**src/hw/rtl/pca_pkg.sv**
```systemverilog
// ============================================================================
// pca_pkg: shared widths and codes for the polygon centroid accumulator
// Holds the fixed-point widths of the accumulators and the divider, and the
// status codes that go out with each centroid word.
// ============================================================================
package pca_pkg;

    // Coordinates are unsigned Q0.16 in the unit box.
    localparam int COORD_BITS = 16;
    // Sum of two coordinates.
    localparam int SUM_W = COORD_BITS + 1;
    // Signed multiplier operands and product.
    localparam int OPA_W = SUM_W + 1;
    localparam int DET_W = 2 * COORD_BITS + 2;
    localparam int PROD_W = OPA_W + DET_W;
    // Accumulator widths.
    localparam int AREA_W = 39;
    localparam int MOM_W = 56;
    // Three times the area magnitude, and the divider datapath.
    localparam int D3_W = AREA_W + 2;
    localparam int DIV_W = MOM_W + 2;
    localparam int STEP_W = $clog2(COORD_BITS + 1);
    // Default edge limit per polygon.
    localparam int MAX_EDGES_DEF = 64;

    typedef enum logic [1:0] {
        STAT_OK        = 2'd0,
        STAT_ZERO_AREA = 2'd1,
        STAT_CLAMPED   = 2'd2,
        STAT_TOO_MANY  = 2'd3
    } status_t;

endpackage

```
**src/hw/rtl/polygon_centroid_accumulator_core.sv**
```systemverilog
// ============================================================================
// polygon_centroid_accumulator_core: shoelace centroid of a polygon
// Accumulates the doubled signed area and the first moments of a polygon
// given edge by edge, then divides the moments by three times the area.
// ============================================================================
//
//  Channel | Direction | Handshake          | Word
//  --------+-----------+--------------------+------------------------------------
//  in      | to block  | in_valid/in_stall  | start_x, start_y, end_x, end_y,
//          |           |                    | last_edge
//  out     | from block| out_valid/out_stall| centroid_x, centroid_y, status
//
//  An edge word is taken in the accept cycle, then passes six steps of the one
//  shared 18 x 34 signed multiplier (two products for the cross product, two
//  for the moments, each followed by an accumulate).
//  After the last edge come S_P0 for status and area magnitude, then per
//  axis the setup states S_P1 and S_P2, 17 restoring divider steps on the
//  shared subtractor and the rounding/clamping state S_FIN, then S_EMIT to
//  hand the word to the output register.
//  in_stall is low only while the sequencer is idle. A finished centroid
//  waits in the output register, so the next polygon may start meanwhile; a
//  new result waits for that register to empty before the sums are cleared.
//  rst_n is asynchronous and active low; it clears the sums, the edge count
//  and the sequencer.
//
module polygon_centroid_accumulator_core
    import pca_pkg::*;
#(
    parameter int MAX_EDGES = MAX_EDGES_DEF
)
(
    input  logic                  clk,
    input  logic                  rst_n,
    input  logic                  in_valid,
    output logic                  in_stall,
    input  logic [COORD_BITS-1:0] start_x,
    input  logic [COORD_BITS-1:0] start_y,
    input  logic [COORD_BITS-1:0] end_x,
    input  logic [COORD_BITS-1:0] end_y,
    input  logic                  last_edge,
    output logic                  out_valid,
    input  logic                  out_stall,
    output logic [COORD_BITS-1:0] centroid_x,
    output logic [COORD_BITS-1:0] centroid_y,
    output logic [1:0]            status
);

    // The edge counter has to hold the limit plus one, which marks overflow.
    localparam int ECNT_W = $clog2(MAX_EDGES + 2);
    localparam logic [ECNT_W-1:0] ECNT_MAX = ECNT_W'(MAX_EDGES);
    localparam logic [ECNT_W-1:0] ECNT_OVER = ECNT_W'(MAX_EDGES + 1);
    localparam logic [STEP_W-1:0] STEP_FIRST = STEP_W'(COORD_BITS);

    typedef enum logic [3:0] {
        S_IDLE,
        S_M0,
        S_M1,
        S_M2,
        S_M3,
        S_M4,
        S_M5,
        S_P0,
        S_P1,
        S_P2,
        S_DIV,
        S_FIN,
        S_EMIT
    } state_t;

    state_t                     state_reg, state_next;
    logic [COORD_BITS-1:0]      x1_reg, x1_next;
    logic [COORD_BITS-1:0]      y1_reg, y1_next;
    logic [COORD_BITS-1:0]      x2_reg, x2_next;
    logic [COORD_BITS-1:0]      y2_reg, y2_next;
    logic                       last_reg, last_next;
    logic signed [PROD_W-1:0]   prod_reg, prod_next;
    logic signed [DET_W-1:0]    det_reg, det_next;
    logic [AREA_W-1:0]          area_sum_reg, area_sum_next;
    logic [MOM_W-1:0]           mom_x_sum_reg, mom_x_sum_next;
    logic [MOM_W-1:0]           mom_y_sum_reg, mom_y_sum_next;
    logic [ECNT_W-1:0]          edge_count_reg, edge_count_next;
    logic [AREA_W-1:0]          amag_reg, amag_next;
    logic                       aneg_reg, aneg_next;
    logic [MOM_W-1:0]           mmag_reg, mmag_next;
    logic                       mneg_reg, mneg_next;
    logic [D3_W-1:0]            d3_reg, d3_next;
    logic [DIV_W-1:0]           rem_reg, rem_next;
    logic [DIV_W-1:0]           dsh_reg, dsh_next;
    logic [COORD_BITS:0]        q_reg, q_next;
    logic [STEP_W-1:0]          step_reg, step_next;
    logic                       axis_reg, axis_next;
    logic                       clamp_reg, clamp_next;
    logic [COORD_BITS-1:0]      cx_reg, cx_next;
    logic [COORD_BITS-1:0]      cy_reg, cy_next;
    status_t                    st_reg, st_next;
    logic                       out_valid_reg, out_valid_next;
    logic [COORD_BITS-1:0]      centroid_x_reg, centroid_x_next;
    logic [COORD_BITS-1:0]      centroid_y_reg, centroid_y_next;
    status_t                    status_reg, status_next;

    // Shared multiplier.
    logic signed [OPA_W-1:0]    mul_a;
    logic signed [DET_W-1:0]    mul_b;
    logic signed [PROD_W-1:0]   mul_out;
    logic [SUM_W-1:0]           sum_x;
    logic [SUM_W-1:0]           sum_y;

    // Shared subtractor of the restoring divider.
    logic [DIV_W:0]             div_diff;
    logic                       div_ge;

    // Axis result after rounding and clamping.
    logic [MOM_W-1:0]           mom_sel;
    logic [COORD_BITS-1:0]      axis_val;
    logic                       axis_clamp;
    logic                       in_accept;
    logic                       out_load;

    assign in_stall   = (state_reg != S_IDLE);
    assign in_accept  = in_valid && !in_stall;
    assign out_valid  = out_valid_reg;
    assign centroid_x = centroid_x_reg;
    assign centroid_y = centroid_y_reg;
    assign status     = status_reg;

    assign sum_x = SUM_W'(x1_reg) + SUM_W'(x2_reg);
    assign sum_y = SUM_W'(y1_reg) + SUM_W'(y2_reg);

    // Operand selection: the cross product terms first, then the moments.
    always_comb
    begin
        case (state_reg)
            S_M0:
            begin
                mul_a = signed'(OPA_W'(x1_reg));
                mul_b = signed'(DET_W'(y2_reg));
            end
            S_M1:
            begin
                mul_a = signed'(OPA_W'(x2_reg));
                mul_b = signed'(DET_W'(y1_reg));
            end
            S_M3:
            begin
                mul_a = signed'(OPA_W'(sum_x));
                mul_b = det_reg;
            end
            S_M4:
            begin
                mul_a = signed'(OPA_W'(sum_y));
                mul_b = det_reg;
            end
            default:
            begin
                mul_a = '0;
                mul_b = '0;
            end
        endcase
    end

    assign mul_out = mul_a * mul_b;

    assign div_diff = {1'b0, rem_reg} - {1'b0, dsh_reg};
    assign div_ge   = !div_diff[DIV_W];

    assign mom_sel = axis_reg ? mom_y_sum_reg : mom_x_sum_reg;

    // Bit COORD_BITS of the quotient set means the quotient does not fit.
    // A result of opposite sign to the area lies outside the box and clamps
    // to zero, unless it rounds to zero anyway.
    always_comb
    begin
        axis_val   = '0;
        axis_clamp = 1'b0;
        if (q_reg[COORD_BITS])
        begin
            axis_clamp = 1'b1;
            axis_val   = (mneg_reg != aneg_reg) ? '0 : '1;
        end
        else if (q_reg[COORD_BITS-1:0] == '0)
        begin
            axis_val = '0;
        end
        else if (mneg_reg != aneg_reg)
        begin
            axis_clamp = 1'b1;
            axis_val   = '0;
        end
        else
        begin
            axis_val = q_reg[COORD_BITS-1:0];
        end
    end

    assign out_load = (state_reg == S_EMIT) && (!out_valid_reg || !out_stall);

    always_comb
    begin
        state_next      = state_reg;
        x1_next         = x1_reg;
        y1_next         = y1_reg;
        x2_next         = x2_reg;
        y2_next         = y2_reg;
        last_next       = last_reg;
        prod_next       = prod_reg;
        det_next        = det_reg;
        area_sum_next   = area_sum_reg;
        mom_x_sum_next  = mom_x_sum_reg;
        mom_y_sum_next  = mom_y_sum_reg;
        edge_count_next = edge_count_reg;
        amag_next       = amag_reg;
        aneg_next       = aneg_reg;
        mmag_next       = mmag_reg;
        mneg_next       = mneg_reg;
        d3_next         = d3_reg;
        rem_next        = rem_reg;
        dsh_next        = dsh_reg;
        q_next          = q_reg;
        step_next       = step_reg;
        axis_next       = axis_reg;
        clamp_next      = clamp_reg;
        cx_next         = cx_reg;
        cy_next         = cy_reg;
        st_next         = st_reg;
        centroid_x_next = centroid_x_reg;
        centroid_y_next = centroid_y_reg;
        status_next     = status_reg;
        out_valid_next  = out_valid_reg;

        if (out_valid_reg && !out_stall)
        begin
            out_valid_next = 1'b0;
        end

        case (state_reg)
            S_IDLE:
            begin
                if (in_accept)
                begin
                    x1_next   = start_x;
                    y1_next   = start_y;
                    x2_next   = end_x;
                    y2_next   = end_y;
                    last_next = last_edge;
                    if (edge_count_reg < ECNT_MAX)
                    begin
                        state_next = S_M0;
                    end
                    else
                    begin
                        // Edges past the limit are dropped and only flagged.
                        edge_count_next = ECNT_OVER;
                        state_next      = last_edge ? S_P0 : S_IDLE;
                    end
                end
            end
            S_M0:
            begin
                prod_next  = mul_out;
                state_next = S_M1;
            end
            S_M1:
            begin
                det_next   = prod_reg[DET_W-1:0];
                prod_next  = mul_out;
                state_next = S_M2;
            end
            S_M2:
            begin
                det_next   = det_reg - prod_reg[DET_W-1:0];
                state_next = S_M3;
            end
            S_M3:
            begin
                prod_next     = mul_out;
                area_sum_next = area_sum_reg + AREA_W'(det_reg);
                state_next    = S_M4;
            end
            S_M4:
            begin
                mom_x_sum_next = mom_x_sum_reg + MOM_W'(prod_reg);
                prod_next      = mul_out;
                state_next     = S_M5;
            end
            S_M5:
            begin
                mom_y_sum_next  = mom_y_sum_reg + MOM_W'(prod_reg);
                edge_count_next = edge_count_reg + ECNT_W'(1);
                state_next      = last_reg ? S_P0 : S_IDLE;
            end
            S_P0:
            begin
                cx_next    = '0;
                cy_next    = '0;
                axis_next  = 1'b0;
                clamp_next = 1'b0;
                if (edge_count_reg > ECNT_MAX)
                begin
                    st_next    = STAT_TOO_MANY;
                    state_next = S_EMIT;
                end
                else if (area_sum_reg == '0)
                begin
                    st_next    = STAT_ZERO_AREA;
                    state_next = S_EMIT;
                end
                else
                begin
                    aneg_next  = area_sum_reg[AREA_W-1];
                    amag_next  = area_sum_reg[AREA_W-1] ?
                                 (~area_sum_reg + AREA_W'(1)) : area_sum_reg;
                    state_next = S_P1;
                end
            end
            S_P1:
            begin
                mneg_next  = mom_sel[MOM_W-1];
                mmag_next  = mom_sel[MOM_W-1] ? (~mom_sel + MOM_W'(1)) : mom_sel;
                d3_next    = D3_W'({amag_reg, 1'b0}) + D3_W'(amag_reg);
                state_next = S_P2;
            end
            S_P2:
            begin
                // Rounded quotient: (2*m + 3*a) / (6*a).
                rem_next   = DIV_W'({mmag_reg, 1'b0}) + DIV_W'(d3_reg);
                dsh_next   = DIV_W'({d3_reg, 1'b0}) << COORD_BITS;
                q_next     = '0;
                step_next  = STEP_FIRST;
                state_next = S_DIV;
            end
            S_DIV:
            begin
                if (div_ge)
                begin
                    rem_next = div_diff[DIV_W-1:0];
                end
                q_next   = {q_reg[COORD_BITS-1:0], div_ge};
                dsh_next = dsh_reg >> 1;
                if (step_reg == '0)
                begin
                    state_next = S_FIN;
                end
                else
                begin
                    step_next = step_reg - STEP_W'(1);
                end
            end
            S_FIN:
            begin
                if (!axis_reg)
                begin
                    cx_next    = axis_val;
                    clamp_next = axis_clamp;
                    axis_next  = 1'b1;
                    state_next = S_P1;
                end
                else
                begin
                    cy_next    = axis_val;
                    st_next    = (clamp_reg || axis_clamp) ? STAT_CLAMPED : STAT_OK;
                    state_next = S_EMIT;
                end
            end
            S_EMIT:
            begin
                if (out_load)
                begin
                    out_valid_next  = 1'b1;
                    centroid_x_next = cx_reg;
                    centroid_y_next = cy_reg;
                    status_next     = st_reg;
                    area_sum_next   = '0;
                    mom_x_sum_next  = '0;
                    mom_y_sum_next  = '0;
                    edge_count_next = '0;
                    state_next      = S_IDLE;
                end
            end
            default:
            begin
                state_next = S_IDLE;
            end
        endcase
    end

    always_ff @(posedge clk or negedge rst_n)
    begin
        if (!rst_n)
        begin
            state_reg      <= S_IDLE;
            area_sum_reg   <= '0;
            mom_x_sum_reg  <= '0;
            mom_y_sum_reg  <= '0;
            edge_count_reg <= '0;
            out_valid_reg  <= 1'b0;
            centroid_x_reg <= '0;
            centroid_y_reg <= '0;
            status_reg     <= STAT_OK;
        end
        else
        begin
            state_reg      <= state_next;
            area_sum_reg   <= area_sum_next;
            mom_x_sum_reg  <= mom_x_sum_next;
            mom_y_sum_reg  <= mom_y_sum_next;
            edge_count_reg <= edge_count_next;
            out_valid_reg  <= out_valid_next;
            centroid_x_reg <= centroid_x_next;
            centroid_y_reg <= centroid_y_next;
            status_reg     <= status_next;
        end
    end

    // Datapath registers need no reset.
    always_ff @(posedge clk)
    begin
        x1_reg         <= x1_next;
        y1_reg         <= y1_next;
        x2_reg         <= x2_next;
        y2_reg         <= y2_next;
        last_reg       <= last_next;
        prod_reg       <= prod_next;
        det_reg        <= det_next;
        amag_reg       <= amag_next;
        aneg_reg       <= aneg_next;
        mmag_reg       <= mmag_next;
        mneg_reg       <= mneg_next;
        d3_reg         <= d3_next;
        rem_reg        <= rem_next;
        dsh_reg        <= dsh_next;
        q_reg          <= q_next;
        step_reg       <= step_next;
        axis_reg       <= axis_next;
        clamp_reg      <= clamp_next;
        cx_reg         <= cx_next;
        cy_reg         <= cy_next;
        st_reg         <= st_next;
    end

    // A new centroid word appears only from the hand-off state.
    a_out_from_emit: assert property (@(posedge clk) disable iff (!rst_n)
        $rose(out_valid_reg) |-> $past(state_reg == S_EMIT))
        else $error("centroid word appeared outside the hand-off state");

    // Handing off a result leaves the sums and the edge count cleared.
    a_clear_after_result: assert property (@(posedge clk) disable iff (!rst_n)
        out_load |=> (area_sum_reg == '0 && mom_x_sum_reg == '0 &&
                      mom_y_sum_reg == '0 && edge_count_reg == '0))
        else $error("sums not cleared after a result");

    // The edge count never passes the overflow mark.
    a_count_bound: assert property (@(posedge clk) disable iff (!rst_n)
        edge_count_reg <= ECNT_OVER)
        else $error("edge count beyond the overflow mark");

    // Zero-area and too-many-edges results carry a zero centroid.
    a_special_zero: assert property (@(posedge clk) disable iff (!rst_n)
        (out_valid_reg && (status_reg == STAT_ZERO_AREA ||
                           status_reg == STAT_TOO_MANY))
        |-> (centroid_x_reg == '0 && centroid_y_reg == '0))
        else $error("special-case status with a nonzero centroid");

endmodule
```
**config.mk**
```make
export PLATFORM = sky130hd
export DESIGN_NAME = polygon_centroid_accumulator_core
export DESIGN_NICKNAME = d
export VERILOG_FILES = /design/src/hw/rtl/pca_pkg.sv /design/src/hw/rtl/polygon_centroid_accumulator_core.sv
export SDC_FILE = /design/constraint.sdc
export NUM_CORES = 2
export LEC_CHECK = 0
export BUFFER_PORTS_ARGS = -buffer_cell sky130_fd_sc_hd__buf_4
export CAP_MARGIN = 20
export CORE_MARGIN = 1
export CORE_UTILIZATION = 30
export DETAILED_ROUTE_END_ITERATION = 10
export GPL_TIMING_DRIVEN = 0
export SLEW_MARGIN = 20
export SYNTH_ARGS = -nofsm -noshare
export SYNTH_HDL_FRONTEND = slang
export SYNTH_SLANG_ARGS = --single-unit
```
**constraint.sdc**
```tcl
create_clock -name clk -period 11.5 [get_ports clk]
set_clock_uncertainty 0.05 [all_clocks]
set_input_delay 1.725 -clock clk [delete_from_list [all_inputs] [get_ports clk]]
set_output_delay 1.725 -clock clk [all_outputs]
set_load 0.05 [all_outputs]
```
Word-level counts from Yosys, hierarchy flattened
Cells that the tools add are included.

storage, ports and cells
  flip-flop bits (word level) = 660
  input bits = 69
  output and inout bits = 36

operators by class
  add/subtract/negate cells = 13
  multipliers = 1
  magnitude comparators = 2
  equality and inequality tests = 22
  multiplexer cells = 53
  bitwise gates (word level) = 4
  reductions and logical operators = 36

operator list
  kind                   number
  $pmux 58 s2            2
  $pmux 56 s2            2
  $add 56x56->56         2
  $mux 56                2
  $pmux 34 s3            1
  $mux 16                6
  $pmux 39 s2            1
  $pmux 17 s4            1
  $pmux 34 s2            1
  $pmux 16 s2            2
  $sub 58x58->59         1
  $add 57x41->58         1
  $mux 58                1
  $add 56x1->56 const B  1
  $not 56->56            1
  $mux 55                1
  $mul 18x34->52         1
  $pmux 4 s13            1
  $add 40x39->41         1
  $add 39x1->39 const B  1
  $add 39x39->39         1
  $logic_not 39->1       1
  $mux 39                1
  $not 39->39            1
  40 further kinds       97

Logic depth before layout (Yosys ltp)
  word-level depth = 8
  gate-level depth with buffers = 37
  mapped depth without buffers = 35

Worst setup path before layout
Ideal clock, no wire load.

  kind = flip-flop to flip-flop
  start = register y1_reg[0]
  end = register prod_reg[48], data pin
  library setup time = 0.260 ns
  data arrival time = 8.651 ns
  path slack = 2.539 ns
  cell stages (with the launch flop) = 35
  period minus slack after synthesis = 8.961 ns
  cell sequence = edfxtp_1 ha_1 fa_1 a21o_1 a21oi_1 o21bai_1 a21oi_1 o21bai_1 a21oi_1 xnor2_1 a222oi_1 a21boi_1 clkbuf_1 nor2_1 fa_1 inv_1 fa_1 fa_1 inv_1 fa_1 fa_1 inv_1 fa_1 inv_1 ha_1 a21o_1 a211oi_1 o21a_1 a21oi_1 o31ai_1 o221ai_1 o41ai_2 o311ai_1 o31a_1 xor2_1

on the way
  longest elaborated chain between the ends = 3

ends and longest elaborated chain
  item                    RTL line                                  text
  start, declared         polygon_centroid_accumulator_core.sv:72   logic [COORD_BITS-1:0] y1_reg, y1_next;
  start signal, assigned  polygon_centroid_accumulator_core.sv:418  y1_reg <= y1_next;
  $add 16x16->17          polygon_centroid_accumulator_core.sv:127  assign sum_y = SUM_W'(y1_reg) + SUM_W'(y2_reg);
  $pmux 17 s4             polygon_centroid_accumulator_core.sv:132  case (state_reg)
  $mul 18x34->52 (*)      polygon_centroid_accumulator_core.sv:161  assign mul_out = mul_a * mul_b;
  via mul_out[48]         polygon_centroid_accumulator_core.sv:104  logic signed [PROD_W-1:0] mul_out;
  end signal, assigned    polygon_centroid_accumulator_core.sv:422  prod_reg <= prod_next;
  end, declared           polygon_centroid_accumulator_core.sv:76   logic signed [PROD_W-1:0] prod_reg, prod_next;

Mark *: on every way through the listed nets, which the timed path passes. The rest lies on a longest branch.
A chain may end at the register's enable or synchronous reset.

Final worst setup path
  start = register y1_reg[1]
  end = register prod_reg[50], data pin

Same word-level chain as after synthesis.

==> metrics.md <==
| Metric | Value |
|---|---|
| Area Overhead vs Synth | 11.89% |
| Die H | 466.8 µm |
| CP max stage cell | clkbuf_1 |
| Clk slew on worst S/H paths | 0.06 ns |
| Bufs on Longest Clock Path | 3 |
| Core Area | 0.2146 mm² |
| Post-placement setup slack | -0.9425 ns |
| Max-slew headroom | 14.92% |
| Final Setup Violations | 0 |
| Congestion Overflow GR | 0 |
| Max-slew violations | 0 |
| Layout cells sized above 1 | 4.750% |
| Antenna violations before repair | 10 |
| Status | completed |
| CTS root buf | clkbuf_16 |
| Max-cap viol count | 0 |
| First-pass GRT wire length | 325400 µm |
| Critical path peak fanout | 10 |
| Req. time, crit path | 11.86 ns |
| RSZ-0062 raised after global routing | yes |
| FFs w/ async S/R, synth | 29.85% |
| Wire length per cell | 21.03 µm |
| Sink Count | 660 |
| Fin. Hold Viols | 0 |
| Overall Global Routing Usage | 19.60% |
| Most frequent cells in the layout | 952 x nand2_1, 853 x inv_1, 560 x fa_1 |
| Startpoint types | register |
| Syn avg cell area | 9.080 µm² |
| Total number of vias | 53560 |
| Final worst-path cycle share | 97.91% |
| Launch point of the worst path | y1_reg[1]$_DFFE_PP_ |
| DRT Wirelength | 215600 µm |
| Vias in the first global route | 53350 |
| Nets@finish | 8458 |
| Tightest Hold Check Type | register to register |
| Launch point of the worst reg-to-reg path | y1_reg[1]$_DFFE_PP_ |
| IO Count | 105 |
| Slew @ Worst Pin | 1.276 ns |
| Remaining DRCs | 0 |
| Cell Area, Synth | 0.06481 mm² |
| Mapped Nets | 8244 |
| # rows | 170 |
| Post-DRT Antenna Nets | 0 |
| Synth Warn # | 0 |
| 1st-pass router iterations | 6 |
| Num CTS Buffers | 76 |
| Largest net degree at the start of global routing | 92 |
| Commonest non-fill, non-tap cell in the layout | nand2_1 |
| WHS | 0.3855 ns |
| Post-synth EDFFs | 463 |
| Cell repeated most along the worst path | fa_1 |
| Die width | 466.8 µm |
| Crit path kind | register to register |
| Initial Util | 30.20% |
| Critical Path Max Stage Delay | 0.69 ns |
| DR iter-0 viols | 4574 |
| Prevailing post-synth register cell | edfxtp_1 |
| Fmax achieved | 88.81 MHz |
| Sequential fraction of the synthesis area | 29.06% |
| Via density | 5.225 |
| Die area | 0.2179 mm² |
| Hold Crit Start | cy_reg[2]$_DFFE_PP_ |
| Critical path capture point type | register |
| CTS tree | yes |
| H-tree levels | 3 |
| Crit path DAT | 11.62 ns |
| Mapped Cells | 7137 |
| # hold bufs at CTS | 0 |
| Post-detail-place hpwl | 176700 µm |
| Flops & latches, synth | 660 |
| Port Buf Inserts | 104 |
| Post-synth cell types | 91 |
| Final setup margin | 0.2400 ns |
| Routability cong. | 0.9964 |
| Skew-Pair Late Insertion Delay | 0.71 ns |
| Clock period minus worst slack | 11.26 ns |
==> routing by layer <==
metal / share of wire (%) / wire length, µm / global-route usage [%]
met1: 42 / 90860 / 25.20
met3: 7.2 / 15600 / 3.601
met5: 0.037 / 80 / 0
met4: 4.9 / 10580 / 8.486
met2: 46 / 98500 / 32.04
==> cells in the mapped netlist, types with 55 or more instances <==
library cell / instances / share of area (%)
a21oi_1: 422 / 3.3
inv_1: 853 / 4.9
xnor2_1: 257 / 3.5
nand3_1: 163 / 1.3
nand2_1: 952 / 5.5
nor3_1: 92 / 0.71
nand2b_1: 100 / 0.97
and2_1: 99 / 0.96
xor2_1: 177 / 2.4
clkbuf_1: 252 / 1.5
edfxtp_1: 463 / 21
o21ai_0: 453 / 3.5
dfrtp_1: 197 / 7.6
fa_1: 560 / 17
a31oi_1: 55 / 0.53
a21o_1: 203 / 2.4
nor2_1: 529 / 3.1
ha_1: 478 / 9.2
o31ai_1: 56 / 0.65
==> metrics by stage <==
stage / std cells / setup TNS, ns / cell area [µm²] / util, %
after floorplan: 7137 / 0 / 64810 / -
after global placement: 10080 / -19.41 / 69140 / 32.21
after detailed placement: 10110 / -6.243 / 69710 / 32.48
after CTS: 10250 / 0 / 72460 / 33.76
after global routing: 10250 / -0.03284 / 72510 / 33.79
final: 10250 / 0 / 72510 / 33.79
==> logic make-up (layout without fill, tap and decap cells) <==
family                   after synthesis  after routing  synth area share (%)
other                                  0              2                     0
multiplexers                          55             55                0.8630
adder cells (fa/ha/maj)             1038           1038                 26.53
flip-flops                           660            660                 29.06
buffers and inverters               1122           1396                 6.512
AO/OA/AOI/OAI                       1633           1633                 15.97
AND/OR/NAND/NOR                     2195           2195                 15.20
XOR/XNOR                             434            434                 5.865
==> path summary, 6_finish.rpt <==
path	end	slack, ns	cells past startpoint
max	prod_reg[50]$_DFFE_PN_	0.24	33
min	centroid_y[2]$_DFFE_PN0P_	0.39	2
min reg2reg	centroid_y[2]$_DFFE_PN0P_	0.39	2
max in group asynchronous	area_sum_reg[32]$_DFFE_PN0P_	9.37	3
min in group asynchronous	centroid_x[3]$_DFFE_PN0P_	0.87	1
max reg2reg	prod_reg[50]$_DFFE_PN_	0.24	33
==> area by class of cell <==
cell class | count | area, µm²
fill | 21830 | 142100
multi-input combinational | 5355 | 41930
sequential | 660 | 18830
tap | 2838 | 3551
inverter | 854 | 3206
clock buffer | 100 | 2083
timing repair buffer | 137 | 1250
buffer | 267 | 1035
clock inverter | 38 | 623.1
antenna | 2 | 5.005
==> critical path: cells and delay by family, from the launching register on <==
| kind | cells | cell delay [ns] |
|---|---|---|
| buf+inv | 6 | 1.40 |
| flops | 1 | 0.60 |
| fa+ha+maj | 8 | 4.13 |
| simple gates | 5 | 0.88 |
| compound gates | 12 | 3.64 |
| xor+xnor | 2 | 0.25 |
==> timing repair <==
item | CTS | global route
hold endpoints to repair | 0 | 0
resized for setup | 17 | 13
pin swaps | 1 | 1
endpoints found under the setup margin | 18 | 8
setup buffers | 0 | 1
Power is left out: the tool's default activity adds up to more than one toggle a clock period on the data nets, which glitch-free logic cannot reach.
